[config.mk]
export PLATFORM = sky130hd
export DESIGN_NAME = glos_walker
export DESIGN_NICKNAME = d
export VERILOG_FILES = /design/src/hdl/grid_line_of_sight_defines.svh /design/src/hdl/glos_pkg.sv /design/src/hdl/glos_walker.sv
export SDC_FILE = /design/constraint.sdc
export NUM_CORES = 1
export LEC_CHECK = 0
export ABC_AREA = 1
export BUFFER_PORTS_ARGS = -buffer_cell sky130_fd_sc_hd__buf_2
export CAP_MARGIN = 30
export CORE_MARGIN = 2
export CORE_UTILIZATION = 64
export DETAILED_ROUTE_END_ITERATION = 8
export GPL_TIMING_DRIVEN = 0
export PLACE_DENSITY = 0.92
export SLEW_MARGIN = 20
export SYNTH_ARGS = -nofsm -noshare
export SYNTH_HDL_FRONTEND = slang
export SYNTH_SLANG_ARGS = --single-unit
[constraint.sdc]
create_clock -name i_clk -period 5.8 [get_ports i_clk]
set_input_delay 0.58 -clock i_clk [delete_from_list [all_inputs] [get_ports i_clk]]
set_output_delay 0.58 -clock i_clk [all_outputs]
set_load 0.02 [all_outputs]
[src/hdl/grid_line_of_sight_defines.svh]
// -----------------------------------------------------------------------------
// Grid line of sight: assertion macros
// Shared concurrent assertion forms used by the RTL of the block.
// -----------------------------------------------------------------------------
`ifndef GRID_LINE_OF_SIGHT_DEFINES_SVH
`define GRID_LINE_OF_SIGHT_DEFINES_SVH

// Same-cycle implication, switched off while reset is held.
`define GLOS_ASSERT_IMPL(label, clk, rst_n, ante, cons) \
    label: assert property (@(posedge clk) disable iff (!rst_n) (ante) |-> (cons)) \
        else $error("grid_line_of_sight: same-cycle check failed");

// Next-cycle implication, switched off while reset is held.
`define GLOS_ASSERT_NEXT(label, clk, rst_n, ante, cons) \
    label: assert property (@(posedge clk) disable iff (!rst_n) (ante) |=> (cons)) \
        else $error("grid_line_of_sight: next-cycle check failed");

`endif

[src/hdl/glos_pkg.sv]
// -----------------------------------------------------------------------------
// Grid line of sight: package
// Types and fixed constants shared by the block's modules.
// -----------------------------------------------------------------------------
package glos_pkg;

    localparam int COORD_W = 6;
    localparam int CFG_W   = 7;
    localparam int ERR_W   = 9;

    localparam logic [CFG_W-1:0] GRID_SIZE_RESET = 7'd64;

    // Configuration register indexes
    localparam logic [0:0] CFG_GRID_WIDTH  = 1'b0;
    localparam logic [0:0] CFG_GRID_HEIGHT = 1'b1;

    // Input mode codes
    localparam logic MODE_WRITE = 1'b0;
    localparam logic MODE_QUERY = 1'b1;

    typedef enum logic [1:0] {
        ST_CLEAR,
        ST_IDLE,
        ST_WALK,
        ST_DONE
    } t_state;

    typedef struct packed {
        logic start;
        logic step;
    } t_walk_ctl;

    typedef struct packed {
        logic at_source;
        logic at_target;
    } t_walk_stat;

endpackage

[src/hdl/glos_walker.sv]
// -----------------------------------------------------------------------------
// Grid line of sight: line walker
// Holds the Bresenham state of one query and advances it one cell per step.
// -----------------------------------------------------------------------------
module glos_walker (
    input  logic                           i_clk,
    input  glos_pkg::t_walk_ctl            i_ctl,
    input  logic [glos_pkg::COORD_W-1:0]   i_from_x,
    input  logic [glos_pkg::COORD_W-1:0]   i_from_y,
    input  logic [glos_pkg::COORD_W-1:0]   i_to_x,
    input  logic [glos_pkg::COORD_W-1:0]   i_to_y,
    output logic [glos_pkg::COORD_W-1:0]   o_cur_x,
    output logic [glos_pkg::COORD_W-1:0]   o_cur_y,
    output glos_pkg::t_walk_stat           o_stat
);

    logic [glos_pkg::COORD_W-1:0]       r_cx, r_cy, r_tx, r_ty, r_dx, r_dy;
    logic                               r_stx_pos, r_sty_pos, r_at_src;
    logic signed [glos_pkg::ERR_W-1:0]  r_err;

    logic [glos_pkg::COORD_W-1:0]       n_dx, n_dy;
    logic signed [glos_pkg::ERR_W:0]    twice, dx_s, dy_s;
    logic                               move_x, move_y;
    logic signed [glos_pkg::ERR_W-1:0]  n_err;

    always_comb begin
        n_dx = (i_from_x > i_to_x) ? (i_from_x - i_to_x) : (i_to_x - i_from_x);
        n_dy = (i_from_y > i_to_y) ? (i_from_y - i_to_y) : (i_to_y - i_from_y);
    end

    always_comb begin
        twice  = {r_err, 1'b0};
        dx_s   = $signed({{(glos_pkg::ERR_W + 1 - glos_pkg::COORD_W){1'b0}}, r_dx});
        dy_s   = $signed({{(glos_pkg::ERR_W + 1 - glos_pkg::COORD_W){1'b0}}, r_dy});
        move_x = twice > -dy_s;
        move_y = twice < dx_s;
        n_err  = r_err
               - (move_x ? dy_s[glos_pkg::ERR_W-1:0] : '0)
               + (move_y ? dx_s[glos_pkg::ERR_W-1:0] : '0);
    end

    always_ff @(posedge i_clk) begin
        if (i_ctl.start) begin
            r_cx      <= i_from_x;
            r_cy      <= i_from_y;
            r_tx      <= i_to_x;
            r_ty      <= i_to_y;
            r_dx      <= n_dx;
            r_dy      <= n_dy;
            r_stx_pos <= i_from_x < i_to_x;
            r_sty_pos <= i_from_y < i_to_y;
            r_err     <= $signed({{(glos_pkg::ERR_W - glos_pkg::COORD_W){1'b0}}, n_dx})
                       - $signed({{(glos_pkg::ERR_W - glos_pkg::COORD_W){1'b0}}, n_dy});
            r_at_src  <= 1'b1;
        end else if (i_ctl.step) begin
            // Away from the target at least one axis always moves, so the
            // walk never comes back to the source cell.
            if (move_x) begin
                r_cx <= r_stx_pos ? r_cx + 1'b1 : r_cx - 1'b1;
            end
            if (move_y) begin
                r_cy <= r_sty_pos ? r_cy + 1'b1 : r_cy - 1'b1;
            end
            r_err    <= n_err;
            r_at_src <= 1'b0;
        end
    end

    assign o_cur_x          = r_cx;
    assign o_cur_y          = r_cy;
    assign o_stat.at_source = r_at_src;
    assign o_stat.at_target = (r_cx == r_tx) && (r_cy == r_ty);

endmodule

==> impl_metrics.py, run 1 <==
metrics = {
    "global_routing": {
        "grt.overflow.total": 0,
        "grtUsageTotal_pct": 27.1,
        "grt_pass1_wl_um": 18000,
        "grt_pass1_vias": 4013,
        "antenna_found_initial": 0,
        "grt_max_degree": 34,
    },
    "synthesis": {
        "synthFlopType": "edfxtp_1",
        "synth_cell_type_count": 36,
        "postSynthNetCount": 711,
        "synth_area_per_cell_um2": 7.79,
        "ys_ff_latch": 48,
        "ys_warn_count": 0,
        "synthArstFlopShare_pct": 0,
        "netlist_area_um2": 4760,
        "synthCells": 611,
        "yosysSeqAreaShare_pct": 30.1,
        "synth_edf_count": 47,
    },
    "routing": {
        "drc_errors": 0,
        "vias": 4199,
        "antenna_left": 0,
        "drt_iter0_drc": 285,
        "wl_per_cell_um": 14.2,
        "drt_first_pass_iters": 5,
        "vias_per_cell": 5.55,
        "drt-total-wl_um": 10800,
    },
    "place": {
        "dp.cells": 750,
        "hpwlAfterDp_um": 8750,
        "routabilityCongestion": 0.932,
        "port_buffers": 40,
    },
    "clocking": {
        "cts_htree_levels": 2,
        "cts_made_buffers": 5,
        "cts_root_buf": "clkbuf_8",
        "clk_path_buf_depth": 2,
        "clk_pin_slew_worst_paths_ps": 80,
        "cts_setup_buffers": 0,
        "cts_resized": 0,
        "clk_latency_ps": 300,
        "cts_tree": "built",
        "clock_sinks": 48,
        "ctsHoldBuffers": 0,
    },
    "cells_and_area": {
        "final_common_cell": "nand2_1",
        "layout-drive-gt1-share_pct": 14.0,
        "nFillCells": 552,
        "final_cell_mix": "136 x nand2_1, 115 x inv_1, 60 x ha_1",
        "syn_to_final_growth_pct": 8.41,
        "antenna_cells": 0,
        "nNetsFinal": 758,
        "finalCoreUtilization_pct": 71.6,
        "final_cells": 757,
    },
    "critical_path": {
        "worstPathRequired_ps": 5850,
        "cp_max_fo": 6,
        "cp-start-kind": "flop",
        "crit_arrival_ps": 3970,
        "cp-end-kind": "flop",
        "path_class": "flop to flop",
    },
    "sta": {
        "skew_ps": 7.34,
        "period_share_pct": 67.7,
        "max_slew_margin_pct": 49.7,
        "period_minus_slack_ps": 3920,
        "holdWs_ps": 462,
        "setup_viol": 0,
        "rsz0062_at_grt": "false",
        "hold_viol": 0,
        "fin_setup_tns_ps": 0,
        "worst_pin_slew_ps": 755,
        "slew_violations": 0,
        "fmax_mhz": 255,
    },
    "floorplanning": {
        "dieArea_um2": 8150,
        "fp.dieH_um": 90.3,
        "num_io_pins": 41,
        "row_count": 31,
        "start_util_pct": 66.0,
        "chipWidth_um": 90.3,
        "core_um2": 7210,
    },
    "power_and_ir_drop": {
        "totalPowerFinal_mw": 2.25,
        "leakage_nw": 2.75,
        "vdd_drop_max_mv": 0.210,
        "pwr_density_cell_nw_per_um2": 437,
    },
    "status": {
        "status": "finished, final reports clean",
    },
    "run": {
        "cap_violations": 0,
    },
    "min_path": {
        "hold_path_class": "flop to flop",
    },
}
==> worst max-delay path: stages, from the launching register on <==
cell and delay (ps):
edfxtp_1 450, inv_1 120, ha_1 180, nand2_1 100, xor2_1 160, ha_1 270, nand2_1 60, nor2_1 170
nand3_1 100, nand2_1 60, inv_1 40, nand2_1 60, nand2_1 110, inv_2 130, nor2_1 70, fa_1 500
inv_1 40, ha_1 350, a21oi_1 210, nand2_1 120, nand3_1 110, nand3_1 90, nand3_1 90, nand2_1 50
==> kinds of logic (layout without fill, tap and decap cells) <==
family / Yosys count / count (layout) / synth area share (%)
AND/OR/NAND/NOR: 257 / 257 / 24.2
buffers and inverters: 137 / 184 / 11.4
adder cells (fa/ha/maj): 73 / 73 / 21.2
AO/OA/AOI/OAI: 67 / 67 / 7.75
flip-flops: 48 / 48 / 30.1
XOR/XNOR: 29 / 29 / 5.33
==> sequential cells by signal, indices dropped and copies added, names as in the netlist <==
| name | cells |
|---|---|
| r_err | 9 |
| o_cur_x | 6 |
| o_cur_y | 6 |
| r_dx | 6 |
| r_dy | 6 |
| r_tx | 6 |
| r_ty | 6 |
| r_at_src | 1 |
| r_stx_pos | 1 |
| r_sty_pos | 1 |
==> final timing paths <==
check	startpoint	slack, ps	endpoint	cells past startpoint
min	r_at_src$_SDFFE_PP1P_	460	r_at_src$_SDFFE_PP1P_	2
min reg2reg	r_at_src$_SDFFE_PP1P_	460	r_at_src$_SDFFE_PP1P_	2
max	r_dy[1]$_DFFE_PP_	1880	r_err[7]$_DFFE_PP_	23
max reg2reg	r_dy[1]$_DFFE_PP_	1880	r_err[7]$_DFFE_PP_	23
==> synthesized netlist by cell type (7+ instances only) <==
cell type / n / area share, %
xor2_1: 22 / 4.0
nand2_2: 14 / 1.8
nand4_1: 15 / 2.0
ha_1: 60 / 16
xnor2_1: 7 / 1.3
fa_1: 13 / 5.5
inv_1: 115 / 9.1
nor2_1: 38 / 3.0
nand2_1: 136 / 11
nand3_1: 38 / 4.0
a21oi_1: 32 / 3.4
edfxtp_1: 47 / 30
inv_2: 10 / 0.79
o21ai_0: 20 / 2.1
==> layout make-up <==
cell class	instances	area (um2)	share of cell area, %
Multi-Input combinational cell	426	2790	54.0
Inverter	128	485	9.40
Timing Repair Buffer	40	200	3.88
Buffer	9	57.6	1.11
Clock inverter	2	7.51	0.145
Clock buffer	5	68.8	1.33
Sequential cell	48	1430	27.7
Tap cell	99	124	2.40
==> metrics by stage <==
step / cell area (um2) / setup WS (ps)
after global placement: 5090 / 1990
final: 5160 / 1880
after global routing: 5160 / 1540
after CTS: 5160 / 1890
after detailed placement: 5090 / 1900
after floorplan: 4760 / 2330
==> routing by layer <==
metal / track usage (%) / routed length [um]
met1: 34.2 / 4380
met2: 48.5 / 5450
met3: 3.17 / 658
met4: 8.59 / 291
met5: 0 / 0
==> where the power goes <==
group          total (mW)  internal, mW  switching [mW]
sequential          0.599         0.509          0.0902
combinational        1.47         0.551           0.918
clock               0.187        0.0798           0.107
(Power assumes the default switching activity.)
==> run 2: changes to the inputs <==
Settings changed: ABC_AREA 1 to 0, CORE_UTILIZATION 64 to 61, PLACE_DENSITY 0.92 to 0.89.
Clock period 5.8 ns to 3.9 ns, I/O delays scaled along.
==> impl_metrics.py, run 2 <==
metrics = {
    "global_routing": {
        "grt.overflow.total": 0,
        "grt_pass1_vias": 3309,
        "grt_pass1_wl_um": 15300,
        "grt_max_degree": 31,
        "antenna_found_initial": 0,
        "grtUsageTotal_pct": 26.1,
    },
    "floorplanning": {
        "fp.dieH_um": 87.4,
        "num_io_pins": 41,
        "chipWidth_um": 87.4,
        "row_count": 30,
        "dieArea_um2": 7640,
        "start_util_pct": 62.8,
        "core_um2": 6760,
    },
    "sta": {
        "slew_violations": 0,
        "worst_pin_slew_ps": 694,
        "period_share_pct": 121,
        "fmax_mhz": 212,
        "setup_slack_ps": -818,
        "skew_ps": 11.4,
        "fin_setup_tns_ps": -4170,
        "holdWs_ps": 277,
        "period_minus_slack_ps": 4720,
        "rsz0062_at_grt": "true",
        "hold_viol": 0,
        "max_slew_margin_pct": 53.7,
        "setup_viol": 8,
    },
    "place": {
        "port_buffers": 40,
        "routabilityCongestion": 0.871,
        "dpl-instance-area_um2": 4600,
        "dp.cells": 543,
        "hpwlAfterDp_um": 7180,
    },
    "cells_and_area": {
        "syn_to_final_growth_pct": 16.3,
        "final_cells": 567,
        "final_common_cell": "inv_1",
        "antenna_cells": 0,
        "regMostFlops": "r_err",
        "final_cell_mix": "65 x inv_1, 56 x ha_1, 47 x edfxtp_1",
        "layout-drive-gt1-share_pct": 23.0,
        "finalCoreUtilization_pct": 73.0,
        "design_area_um2": 4930,
        "largest_register_ff_count": 9,
        "nNetsFinal": 586,
    },
    "clocking": {
        "clk_latency_ps": 310,
        "clock_sinks": 48,
        "ctsHoldBuffers": 0,
        "cts_root_buf": "clkbuf_8",
        "cts_htree_levels": 2,
        "clk_pin_slew_worst_paths_ps": 90,
        "cts_tree": "built",
        "cts_made_buffers": 5,
        "clk_path_buf_depth": 2,
    },
    "synthesis": {
        "synthFlopType": "edfxtp_1",
        "yosys.area.top_type": "edfxtp_1",
        "ys_warn_count": 0,
        "yosysSeqAreaShare_pct": 33.7,
        "synth_area_leaders": "edfxtp_1 33%, ha_1 18%, xnor2_1 7.2%, fa_1 6.1%, inv_1 6.1%",
        "netlist_area_um2": 4240,
        "synth_edf_count": 47,
        "synth_cell_type_count": 42,
        "yosysMostFrequentCell": "inv_1",
        "postSynthNetCount": 523,
        "synthArstFlopShare_pct": 0,
        "synthCells": 423,
        "synth_top_area_share_pct": 33.3,
        "yosys-top-cells-count": "69 x inv_1, 60 x ha_1, 47 x edfxtp_1, 35 x xnor2_1, 28 x a21oi_1",
        "synth_area_per_cell_um2": 10.0,
        "ys_ff_latch": 48,
    },
    "critical_path": {
        "r2r_slack_ps": -820,
        "cp-startpoint": "r_dy[1]$_DFFE_PP_",
        "cp-end-kind": "flop",
        "cp_max_fo": 4,
        "path_class": "flop to flop",
        "crit_family": "compound AO/OA/AOI/OAI gates",
        "slowest_delay_ps": 530,
        "crit_arrival_ps": 4760,
        "critPathSlowestCell": "fa_1",
        "crit_chain": "inv_2 -> ha_4 -> nand2b_4 -> nor2_2 -> xor2_1 -> ha_1 -> nand4_1 -> nor2_2 -> a221oi_2 -> o21ai_1 -> a211oi_2 -> o22ai_4 -> and2_4 -> fa_1 -> inv_2 -> ha_4 -> a21o_1 -> a21o_1 -> a21oi_2 -> buf_4 -> o21ai_2 -> or2_4 -> a21oi_4 -> a21oi_2",
        "cp-start-kind": "flop",
        "path_buf_inv": 3,
        "worstReg2RegEnd": "r_err[5]$_DFFE_PP_",
        "worstPathRequired_ps": 3940,
        "worstReg2RegStart": "r_dy[1]$_DFFE_PP_",
        "rr_worst_depth": 24,
    },
    "routing": {
        "vias_per_cell": 5.73,
        "vias": 3247,
        "drt_first_pass_iters": 7,
        "wl_per_cell_um": 16.6,
        "drt-total-wl_um": 9390,
        "drc_errors": 0,
        "drt_iter0_drc": 108,
        "antenna_left": 0,
    },
    "min_path": {
        "whs_path_depth": 1,
        "hold_start": "i_to_y[5]",
        "hold_path_end": "r_ty[5]$_DFFE_PP_",
        "hold_path_class": "input pin to flop",
    },
    "run": {
        "cap_violations": 0,
    },
    "power_and_ir_drop": {
        "pwr_density_cell_nw_per_um2": 846,
        "vdd_drop_max_mv": 0.428,
        "leakage_nw": 2.33,
    },
    "status": {
        "status": "finished with violations",
        "violations": "setup timing",
    },
}
==> run 2: area by class of cell <==
class                   instances  area (um2)
clock buffers                   7        86.3
fillers                       472        1820
clock inverters                 1        7.51
flip-flops and latches         48        1430
plain buffers                   7        38.8
well taps                      80         100
repair buffers                 56         328
multi-input cells             299        2680
inverters                      69         259
==> run 2: what timing repair did <==
action,CTS,global route
resized for setup,15,12
setup endpoints to repair,8,8
buffers inserted,10,6
pin swaps,11,25
==> run 2: layer usage <==
metal / GRT usage (%) / vias to the layer above / share of wire (%) / wire length, um
li1: - / 1568 / - / -
met1: 31.7 / 1561 / 41 / 3880
met2: 47.0 / 95 / 52 / 4920
met3: 3.70 / 23 / 3.8 / 358
met4: 9.23 / 0 / 2.5 / 231
met5: 0 / - / 0 / 0
==> run 2: report_power, final <==
group | internal [mW] | total [mW] | switching, mW | leakage (nW)
combinational | 1.41 | 2.93 | 1.52 | 1.81
clock | 0.144 | 0.312 | 0.167 | 0.0445
sequential | 0.784 | 0.930 | 0.146 | 0.476
==> run 2: kinds of logic after synthesis <==
group           synth area share (%)
fa+ha+maj                       23.8
flops                           33.7
buf+inv                         7.02
xor+xnor                        10.1
simple gates                    8.49
mux                             3.33
compound gates                  13.5
==> run 2: worst max path at each step <==
stage	to	slack [ps]	depth (start not counted)
6_report	r_err[5]$_DFFE_PP_	-820	24
3_3_place_gp	r_err[8]$_DFFE_PP_	-690	18
4_1_cts	r_err[5]$_DFFE_PP_	-740	23
5_1_grt	r_err[7]$_DFFE_PP_	-990	23
2_1_floorplan	r_err[8]$_DFFE_PP_	-350	23
3_5_place_dp	r_err[5]$_DFFE_PP_	-880	23
==> run 2: through the flow <==
stage	power, mW	worst slack, ps
2_1_floorplan	2.71	-349
3_3_place_gp	3.09	-686
3_5_place_dp	3.23	-877
4_1_cts	3.86	-737
5_1_grt	4.50	-989
6_report	4.18	-818
